`src/design/sorted_array_priority_queue_defines.svh`:
```
// Assertion macros for the sorted array priority queue.
// Included by every file that carries checks; expects clock and reset in scope.
`ifndef SORTED_ARRAY_PRIORITY_QUEUE_DEFINES_SVH
`define SORTED_ARRAY_PRIORITY_QUEUE_DEFINES_SVH

`ifndef NO_ASSERTIONS
// Same-cycle implication or plain property, sampled on clock, off in reset.
`define SPQ_ASSERT(label, prop, msg) \
   label: assert property (@(posedge clock) disable iff (reset) prop) else $error(msg);
// Next-cycle implication.
`define SPQ_ASSERT_NEXT(label, ante, cons, msg) \
   label: assert property (@(posedge clock) disable iff (reset) (ante) |=> (cons)) \
      else $error(msg);
`else
`define SPQ_ASSERT(label, prop, msg)
`define SPQ_ASSERT_NEXT(label, ante, cons, msg)
`endif

`endif

```
`src/design/spq_pkg.sv`:
```
// Shared types and constants for the sorted array priority queue.
// Used by spq_ctrl, spq_dp and the top level; no dependencies.
package spq_pkg;

   localparam int unsigned CAPACITY_DEF  = 16;
   localparam int unsigned KEY_W         = 32;
   localparam int unsigned COUNT_W       = 5;
   localparam int unsigned LIMIT_W       = 5;
   localparam int unsigned STATUS_W      = 2;
   // largest count the 5-bit limit register can ever allow
   localparam int unsigned COUNT_MAX     = 31;
   localparam logic [LIMIT_W-1:0] LIMIT_RESET = 5'd16;

   localparam logic OP_ENQ = 1'b0;
   localparam logic OP_DEQ = 1'b1;

   typedef enum logic [STATUS_W-1:0] {
      STATUS_OK    = 2'd0,
      STATUS_FULL  = 2'd1,
      STATUS_EMPTY = 2'd2
   } status_type;

   // controller -> datapath
   typedef struct packed {
      logic load;   // beat accepted: capture result
      logic op;     // opcode of that beat
      logic enq;    // insert the key into the row
      logic deq;    // pop the head of the row
   } cmd_type;

   // datapath -> controller
   typedef struct packed {
      logic full;
      logic empty;
   } sts_type;

endpackage

```
`src/design/sorted_array_priority_queue.sv`:
```
// Sorted array priority queue (min first). Keys sit in an ascending row of
// CAPACITY registers; an insert compares the key against every cell at once and
// the row opens a gap at the first cell that is not smaller (equal keys: newest
// first), a pop shifts the row down by one. Every request beat yields exactly one
// response beat, and a new request is taken every cycle while the
// response side keeps up; the single output register holds one
// result, so the request side stalls only while that result is not taken. The
// cost per beat is set by the row-wide compare and the count/limit compare.
// The limit register (csr_data, reset 16) caps the number of stored keys at the
// smaller of its value and CAPACITY; a limit of zero drops every insert. Write it
// only with no response outstanding. No clearing pass after reset.
// Depends on spq_pkg, spq_ctrl and spq_dp.

module sorted_array_priority_queue #(
   parameter int unsigned CAPACITY = spq_pkg::CAPACITY_DEF
) (
   input  logic        clock,
   input  logic        reset,
   // request channel
   input  logic        req_tvalid,
   output logic        req_tready,
   input  logic [31:0] req_tdata,   // [31:0] value (signed)
   input  logic [0:0]  req_tuser,   // [0] opcode: 0 enqueue, 1 dequeue
   // response channel
   output logic        rsp_tvalid,
   input  logic        rsp_tready,
   output logic [39:0] rsp_tdata,   // [31:0] out_value, [36:32] count, [37] is_empty, rest 0
   output logic [1:0]  rsp_tuser,   // [1:0] status: 0 ok, 1 full, 2 empty
   // limit register write
   input  logic        csr_valid,
   output logic        csr_ready,
   input  logic [4:0]  csr_data     // [4:0] capacity_limit
);

   spq_pkg::cmd_type                  cmd;
   spq_pkg::sts_type                  sts;
   logic signed [spq_pkg::KEY_W-1:0]  out_value;
   spq_pkg::status_type               status;
   logic [spq_pkg::COUNT_W-1:0]       count;
   logic                              is_empty;

   // limit register is always writable
   assign csr_ready = 1'b1;

   spq_ctrl u_ctrl (
      .clock      (clock),
      .reset      (reset),
      .req_tvalid (req_tvalid),
      .req_tready (req_tready),
      .req_op     (req_tuser[0]),
      .rsp_tvalid (rsp_tvalid),
      .rsp_tready (rsp_tready),
      .sts        (sts),
      .cmd        (cmd)
   );

   spq_dp #(
      .CAPACITY (CAPACITY)
   ) u_dp (
      .clock     (clock),
      .reset     (reset),
      .csr_write (csr_valid && csr_ready),
      .csr_limit (csr_data),
      .cmd       (cmd),
      .req_value (req_tdata),
      .sts       (sts),
      .out_value (out_value),
      .status    (status),
      .count     (count),
      .is_empty  (is_empty)
   );

   assign rsp_tdata = {2'b00, is_empty, count, out_value};
   assign rsp_tuser = status;

endmodule

```
`src/design/spq_ctrl.sv`:
```
// Handshake controller for the sorted array priority queue.
// Depends on spq_pkg and the assertion macro header.
`include "sorted_array_priority_queue_defines.svh"

module spq_ctrl (
   input  logic              clock,
   input  logic              reset,
   input  logic              req_tvalid,
   output logic              req_tready,
   input  logic              req_op,
   output logic              rsp_tvalid,
   input  logic              rsp_tready,
   input  spq_pkg::sts_type  sts,
   output spq_pkg::cmd_type  cmd
);

   typedef enum logic [1:0] {
      ST_IDLE = 2'b01,
      ST_HOLD = 2'b10
   } state_type;

   state_type state_ff, state_in;
   logic      accept;

   // a held result leaving this cycle frees the output register
   assign req_tready = (state_ff == ST_IDLE) || rsp_tready;
   assign rsp_tvalid = (state_ff == ST_HOLD);
   assign accept     = req_tvalid && req_tready;

   assign cmd.load = accept;
   assign cmd.op   = req_op;
   assign cmd.enq  = accept && (req_op == spq_pkg::OP_ENQ) && !sts.full;
   assign cmd.deq  = accept && (req_op == spq_pkg::OP_DEQ) && !sts.empty;

   always_comb begin
      state_in = state_ff;
      unique case (state_ff)
         ST_IDLE: begin
            if (accept) state_in = ST_HOLD;
         end
         ST_HOLD: begin
            if (rsp_tready && !accept) state_in = ST_IDLE;
         end
         default: state_in = ST_IDLE;
      endcase
   end

   always_ff @(posedge clock) begin
      if (reset) state_ff <= ST_IDLE;
      else       state_ff <= state_in;
   end

   `SPQ_ASSERT(a_no_overwrite, (rsp_tvalid && !rsp_tready) |-> !accept, "result overwritten")
   `SPQ_ASSERT(a_one_action, !(cmd.enq && cmd.deq), "insert and pop together")
   `SPQ_ASSERT_NEXT(a_accept_shows, accept, rsp_tvalid, "accepted beat gave no result")

endmodule

```
`src/design/spq_dp.sv`:
```
// Datapath: sorted register row of keys, entry count, limit register, result register.
// Depends on spq_pkg and the assertion macro header.
`include "sorted_array_priority_queue_defines.svh"

module spq_dp #(
   parameter int unsigned CAPACITY = spq_pkg::CAPACITY_DEF
) (
   input  logic                                   clock,
   input  logic                                   reset,
   input  logic                                   csr_write,
   input  logic [spq_pkg::LIMIT_W-1:0]            csr_limit,
   input  spq_pkg::cmd_type                       cmd,
   input  logic signed [spq_pkg::KEY_W-1:0]       req_value,
   output spq_pkg::sts_type                       sts,
   output logic signed [spq_pkg::KEY_W-1:0]       out_value,
   output spq_pkg::status_type                    status,
   output logic [spq_pkg::COUNT_W-1:0]            count,
   output logic                                   is_empty
);

   localparam int unsigned CAP_EFF =
      (CAPACITY < spq_pkg::COUNT_MAX) ? CAPACITY : spq_pkg::COUNT_MAX;

   logic signed [spq_pkg::KEY_W-1:0] entries_ff [CAPACITY];
   logic signed [spq_pkg::KEY_W-1:0] entries_in [CAPACITY];
   logic [CAPACITY-1:0]              lt;

   logic [spq_pkg::COUNT_W-1:0]      count_ff, count_in;
   logic [spq_pkg::LIMIT_W-1:0]      limit_ff;
   logic [spq_pkg::COUNT_W-1:0]      limit_eff;

   logic signed [spq_pkg::KEY_W-1:0] out_value_ff, out_value_in;
   spq_pkg::status_type              status_ff, status_in;

   assign limit_eff = (32'(limit_ff) < 32'(CAP_EFF)) ? limit_ff
                                                     : spq_pkg::COUNT_W'(CAP_EFF);
   assign sts.full  = (count_ff >= limit_eff);
   assign sts.empty = (count_ff == '0);

   // each cell: live and smaller than the key -> stays; first cell not so -> key;
   // later cells take their left neighbour. Pop shifts everything one to the left.
   for (genvar i = 0; i < CAPACITY; i++) begin : g_cell
      assign lt[i] = (32'(count_ff) > 32'(i)) && (entries_ff[i] < req_value);

      always_comb begin
         entries_in[i] = entries_ff[i];
         if (cmd.enq && !lt[i]) begin
            if (i == 0) entries_in[i] = req_value;
            else        entries_in[i] = lt[(i > 0) ? i - 1 : 0] ? req_value
                                                                : entries_ff[(i > 0) ? i - 1 : 0];
         end else if (cmd.deq) begin
            if (i < CAPACITY - 1) entries_in[i] = entries_ff[(i < CAPACITY - 1) ? i + 1 : i];
         end
      end

      always_ff @(posedge clock) begin
         entries_ff[i] <= entries_in[i];
      end
   end

   always_comb begin
      count_in = count_ff;
      if (cmd.enq)      count_in = count_ff + 1'b1;
      else if (cmd.deq) count_in = count_ff - 1'b1;
   end

   always_comb begin
      out_value_in = '0;
      status_in    = spq_pkg::STATUS_OK;
      if (cmd.op == spq_pkg::OP_DEQ) begin
         if (sts.empty) begin
            out_value_in = '1;
            status_in    = spq_pkg::STATUS_EMPTY;
         end else begin
            out_value_in = entries_ff[0];
         end
      end else if (sts.full) begin
         status_in = spq_pkg::STATUS_FULL;
      end
   end

   always_ff @(posedge clock) begin
      if (reset) begin
         count_ff <= '0;
         limit_ff <= spq_pkg::LIMIT_RESET;
      end else begin
         count_ff <= count_in;
         if (csr_write) limit_ff <= csr_limit;
      end
   end

   always_ff @(posedge clock) begin
      if (cmd.load) begin
         out_value_ff <= out_value_in;
         status_ff    <= status_in;
      end
   end

   // count_ff always reflects the last accepted beat, which is the one on show
   assign out_value = out_value_ff;
   assign status    = status_ff;
   assign count     = count_ff;
   assign is_empty  = (count_ff == '0);

   `SPQ_ASSERT(a_count_bound, 32'(count_ff) <= 32'(CAP_EFF), "count beyond row size")
   `SPQ_ASSERT(a_head_sorted, (count_ff >= 5'd2) |-> (entries_ff[0] <= entries_ff[1]),
               "head of row out of order")
   `SPQ_ASSERT_NEXT(a_enq_count, cmd.enq, count_ff == $past(count_ff) + 1'b1,
                    "insert did not bump count")
   `SPQ_ASSERT_NEXT(a_deq_count, cmd.deq, count_ff == $past(count_ff) - 1'b1,
                    "pop did not drop count")

endmodule

```
`config.mk`:
```
export PLATFORM = sky130hd
export DESIGN_NAME = sorted_array_priority_queue
export DESIGN_NICKNAME = d
export VERILOG_FILES = /design/src/design/spq_pkg.sv /design/src/design/sorted_array_priority_queue.sv /design/src/design/spq_ctrl.sv /design/src/design/spq_dp.sv
export VERILOG_INCLUDE_DIRS = /design/src /design/src/design
export SDC_FILE = /design/constraint.sdc
export NUM_CORES = 2
export LEC_CHECK = 0
export ABC_AREA = 0
export BUFFER_PORTS_ARGS = -buffer_cell sky130_fd_sc_hd__buf_2
export CAP_MARGIN = 20
export CORE_ASPECT_RATIO = 0.8
export CORE_MARGIN = 4
export CORE_UTILIZATION = 69
export DETAILED_ROUTE_END_ITERATION = 6
export HOLD_SLACK_MARGIN = 0.12
export PLACE_DENSITY_LB_ADDON = 0.05
export SYNTH_ARGS = -nofsm -noshare
export SYNTH_HDL_FRONTEND = slang
export SYNTH_SLANG_ARGS = --single-unit
```
`constraint.sdc`:
```
create_clock -name clock -period 13.8 [get_ports clock]
set_input_delay 0.69 -clock clock [delete_from_list [all_inputs] [get_ports clock]]
set_output_delay 0.69 -clock clock [all_outputs]
set_load 0.02 [all_outputs]
```
==> out/results.md <==
| Metric | Value |
| --- | --- |
| Result of the run | completed |
| Largest area contributor in the netlist | edfxtp_1 |
| Cell at the root of the clock tree | clkbuf_16 |
| Total count of max-transition violations in the final report | 0 |
| Post-layout minimum cycle time | 5513 ps |
| DIE AREA | 0.06040 sq mm |
| Via count | 31570 |
| Final Power | 6.762 mW |
| Flip-flop and latch count after synthesis | 558 |
| Required time worst endpoint | 14100 ps |
| Post-route DRC | 0 |
| Setup TNS | 0 ps |
| Post-Syn Area | 0.03899 sq mm |
| Max-Cap Viols | 0 |
| Element type at the critical path end | flip-flop |
| GRT Total Usage | 36.33% |
| Detailed-route wire length | 112300 um |
| Mean instance size in the synthesized netlist | 10.29 sq um |
| Start of the worst register-to-register path | u_dp.count[0] |
| Type of origin of the critical path | primary input |
| Arrival time worst endpoint | 5810 ps |
| Num CTS Buffers | 57 |
| Level count of the clock H-tree | 2 |
| Cell chain of the critical path | buf_2 > inv_1 > ha_1 > nand4_1 > nor4_1 > o311ai_0 > a21oi_4 > buf_4 > and2_2 > buf_4 > nand2b_1 > buf_4 |
| Synthesized netlist cell count | 3788 |
| Avg WL per Cell | 24.60 um |
| Weighted congestion reported at the end of routability-driven placement | 0.9846 |
| Cell leakage power | 17.04 nW |
| Largest fanout of any net on the critical path | 65 |
| Yosys Warn Count | 0 |
| Largest net degree at the start of global routing | 66 |
| Number of nets with antenna violations after routing | 0 |
| Layout Nets | 4315 |
| Horiz. Die Dim | 273.8 um |
| Congestion Overflow GR | 0 |
| Ranking of synthesized cells by area | edfxtp_1, ha_1, mux2i_1, a21oi_1, nor2_1 |
| Via-per-instance ratio | 6.914 |
| PostCTS Resize Cnt | 0 |
| Setup repair after global routing missed its margin | false |
| Wire length of the first global-routing pass | 173300 um |
| Post-cts hold buffer count | 0 |
| Worst Path Class, Setup | in2reg |
| DPL Wire Length | 82070 um |
| Top post-synthesis cells by count | a21oi_1, edfxtp_1, ha_1 |
| Biggest cell delay along the critical path | 670 ps |
| Number of library cell types mapped by synthesis | 77 |
| Std-Cell Rows | 77 |
| Worst Setup SP | req_tdata[30] |
| Final worst clock skew | 31.60 ps |
| Synth top area share | 42.05% |
| Synthesis-to-layout area growth | 6.864% |
| Die Ht | 220.6 um |
| Final Hold Viols | 0 |
| Number of sinks on the clock net | 558 |
| # setup viols final | 0 |
| Total power per unit cell area | 162.3 mW/mm^2 |
| Number of enable flip-flop cells after synthesis | 546 |
| Register clock-pin slew on the reported worst setup and hold paths | 60 ps |
| Slowest-stage cell, CP | nor4_1 |
| Cell with the most instances after synthesis | a21oi_1 |
| Number of DRC markers after the initial detailed-route iteration | 3996 |
| Share of cells above drive strength 1 | 7.503% |
| Number of ports placed on the die boundary | 88 |
| Max Freq | 181.4 MHz |
| Initial Utilization | 70.14% |
| Primary flip-flop cell chosen by synthesis mapping | edfxtp_1 |
| Clock tree from TritonCTS | yes |
| Min-Delay Startpoint | csr_data[4] |
| Share of synthesized registers carrying an async set or reset | 0% |
| IO buf count | 84 |
| Most frequent cell on the critical path | buf_4 |
| Share of the yosys chip area belonging to registers | 42.66% |
| Maximum ir drop on the vdd rail | 0.1534 mV |
| Clock Latency Late Sink | 630 ps |
| First-pass DRT Iterations | 6 |
| Number of buffers inserted to repair setup after CTS | 0 |
| Type of the most critical hold path | in2reg |
| Via count of the first global-routing pass | 30510 |
| Maximum root-to-sink buffer count | 3 |
| Tightest slew margin relative to the limit | 23.79% |
| Actual transition at the worst max-transition pin | 1129 ps |
| Area of the core region | 0.05559 sq mm |
| Fraction of the cycle the final worst path needs | 39.95% |
| Antenna violations before repair | 5 |
-- path summary, 6_finish.rpt --
check | endpoint | slack, ps | depth (start not counted)
setup / recovery | u_dp.entries_ff[12][1] | 8290 | 12
hold / removal | u_dp.limit_ff[4] | 320 | 3
setup reg to reg | u_dp.entries_ff[12][1] | 8450 | 13
hold reg to reg | u_dp.limit_ff[3] | 520 | 2
-- worst max-delay path, delay by kind of cell --
| family | cells | cell delay (ps) |
|---|---|---|
| fa+ha+maj | 1 | 500 |
| simple gates | 4 | 1480 |
| buf+inv | 5 | 2270 |
| compound gates | 2 | 810 |
-- cell usage in the layout (no fill, tap or decap), drive strengths merged, types with 11 or more instances in the layout --
master    n
edfxtp  546
a221oi   12
o21ai   200
mux2     34
inv      50
o211ai   12
nand2b   30
mux2i   421
nand3    29
o21a     43
a21oi   748
clkbuf   75
nor2b    11
nor3     22
a21o     27
nand4    68
buf     147
clkinv   27
nand2   248
dfxtp    12
ha      506
a211oi   22
nor2    377
-- power by group --
group	leakage (nW)	switching, mW	total [mW]	internal [mW]
Sequential	5.19	0.348	2.78	2.43
Clock	0.855	0.679	1.51	0.834
Combinational	11.0	1.54	2.47	0.924
-- sequential cells by signal (all words and copies together), names as in the netlist --
signal	count
u_dp.limit_ff	5
u_dp.entries_ff	512
u_dp.out_value	32
u_dp.count	5
u_dp.status	2
u_ctrl.state_ff	2
-- stage by stage --
stage | cells | setup WS, ps | cell area (sq um) | utilization [%] | hold WS [ps]
5_1_grt | 4566 | 7991 | 41670 | 74.96 | 318.7
3_5_place_dp | 4454 | 7726 | 39850 | 71.68 | 489.7
4_1_cts | 4559 | 8406 | 41600 | 74.83 | 284.2
3_3_place_gp | 4454 | 7913 | 39850 | 71.68 | 472.0
6_report | 4566 | 8287 | 41670 | 74.96 | 318.4
2_1_floorplan | 3789 | 8285 | 39000 | - | 452.0
-- layout make-up --
| cell class | count | area, sq um |
|---|---|---|
| Clock inverter | 30 | 215.2 |
| Timing Repair Buffer | 147 | 930.9 |
| Tap cell | 750 | 938.4 |
| Multi-Input combinational cell | 2952 | 21210 |
| Inverter | 50 | 187.7 |
| Clock buffer | 75 | 1536 |
| Sequential cell | 558 | 16640 |
| Antenna cell | 4 | 10.01 |
| Fill cell | 3845 | 13920 |
-- kinds of logic (layout without fill, tap and decap cells) --
| group | after synthesis | count (layout) | synth area share [%] |
|---|---|---|---|
| other | 2 | 7 | 0.01926 |
| adder cells (fa/ha/maj) | 506 | 506 | 16.24 |
| multiplexers | 455 | 455 | 11.79 |
| AND/OR/NAND/NOR | 849 | 849 | 9.649 |
| buffers and inverters | 279 | 302 | 3.389 |
| flip-flops | 558 | 558 | 42.66 |
| AO/OA/AOI/OAI | 1136 | 1136 | 16.19 |
| XOR/XNOR | 3 | 3 | 0.06740 |
-- routing by layer --
layer / vias up / wire (um) / track usage (%)
met4: 2 / 3724 / 12.38
li1: 14300 / - / -
met1: 15060 / 47620 / 52.07
met5: - / 13 / 0
met3: 245 / 11890 / 7.069
met2: 1966 / 49070 / 55.92
Power figures use the tool's default switching activity.
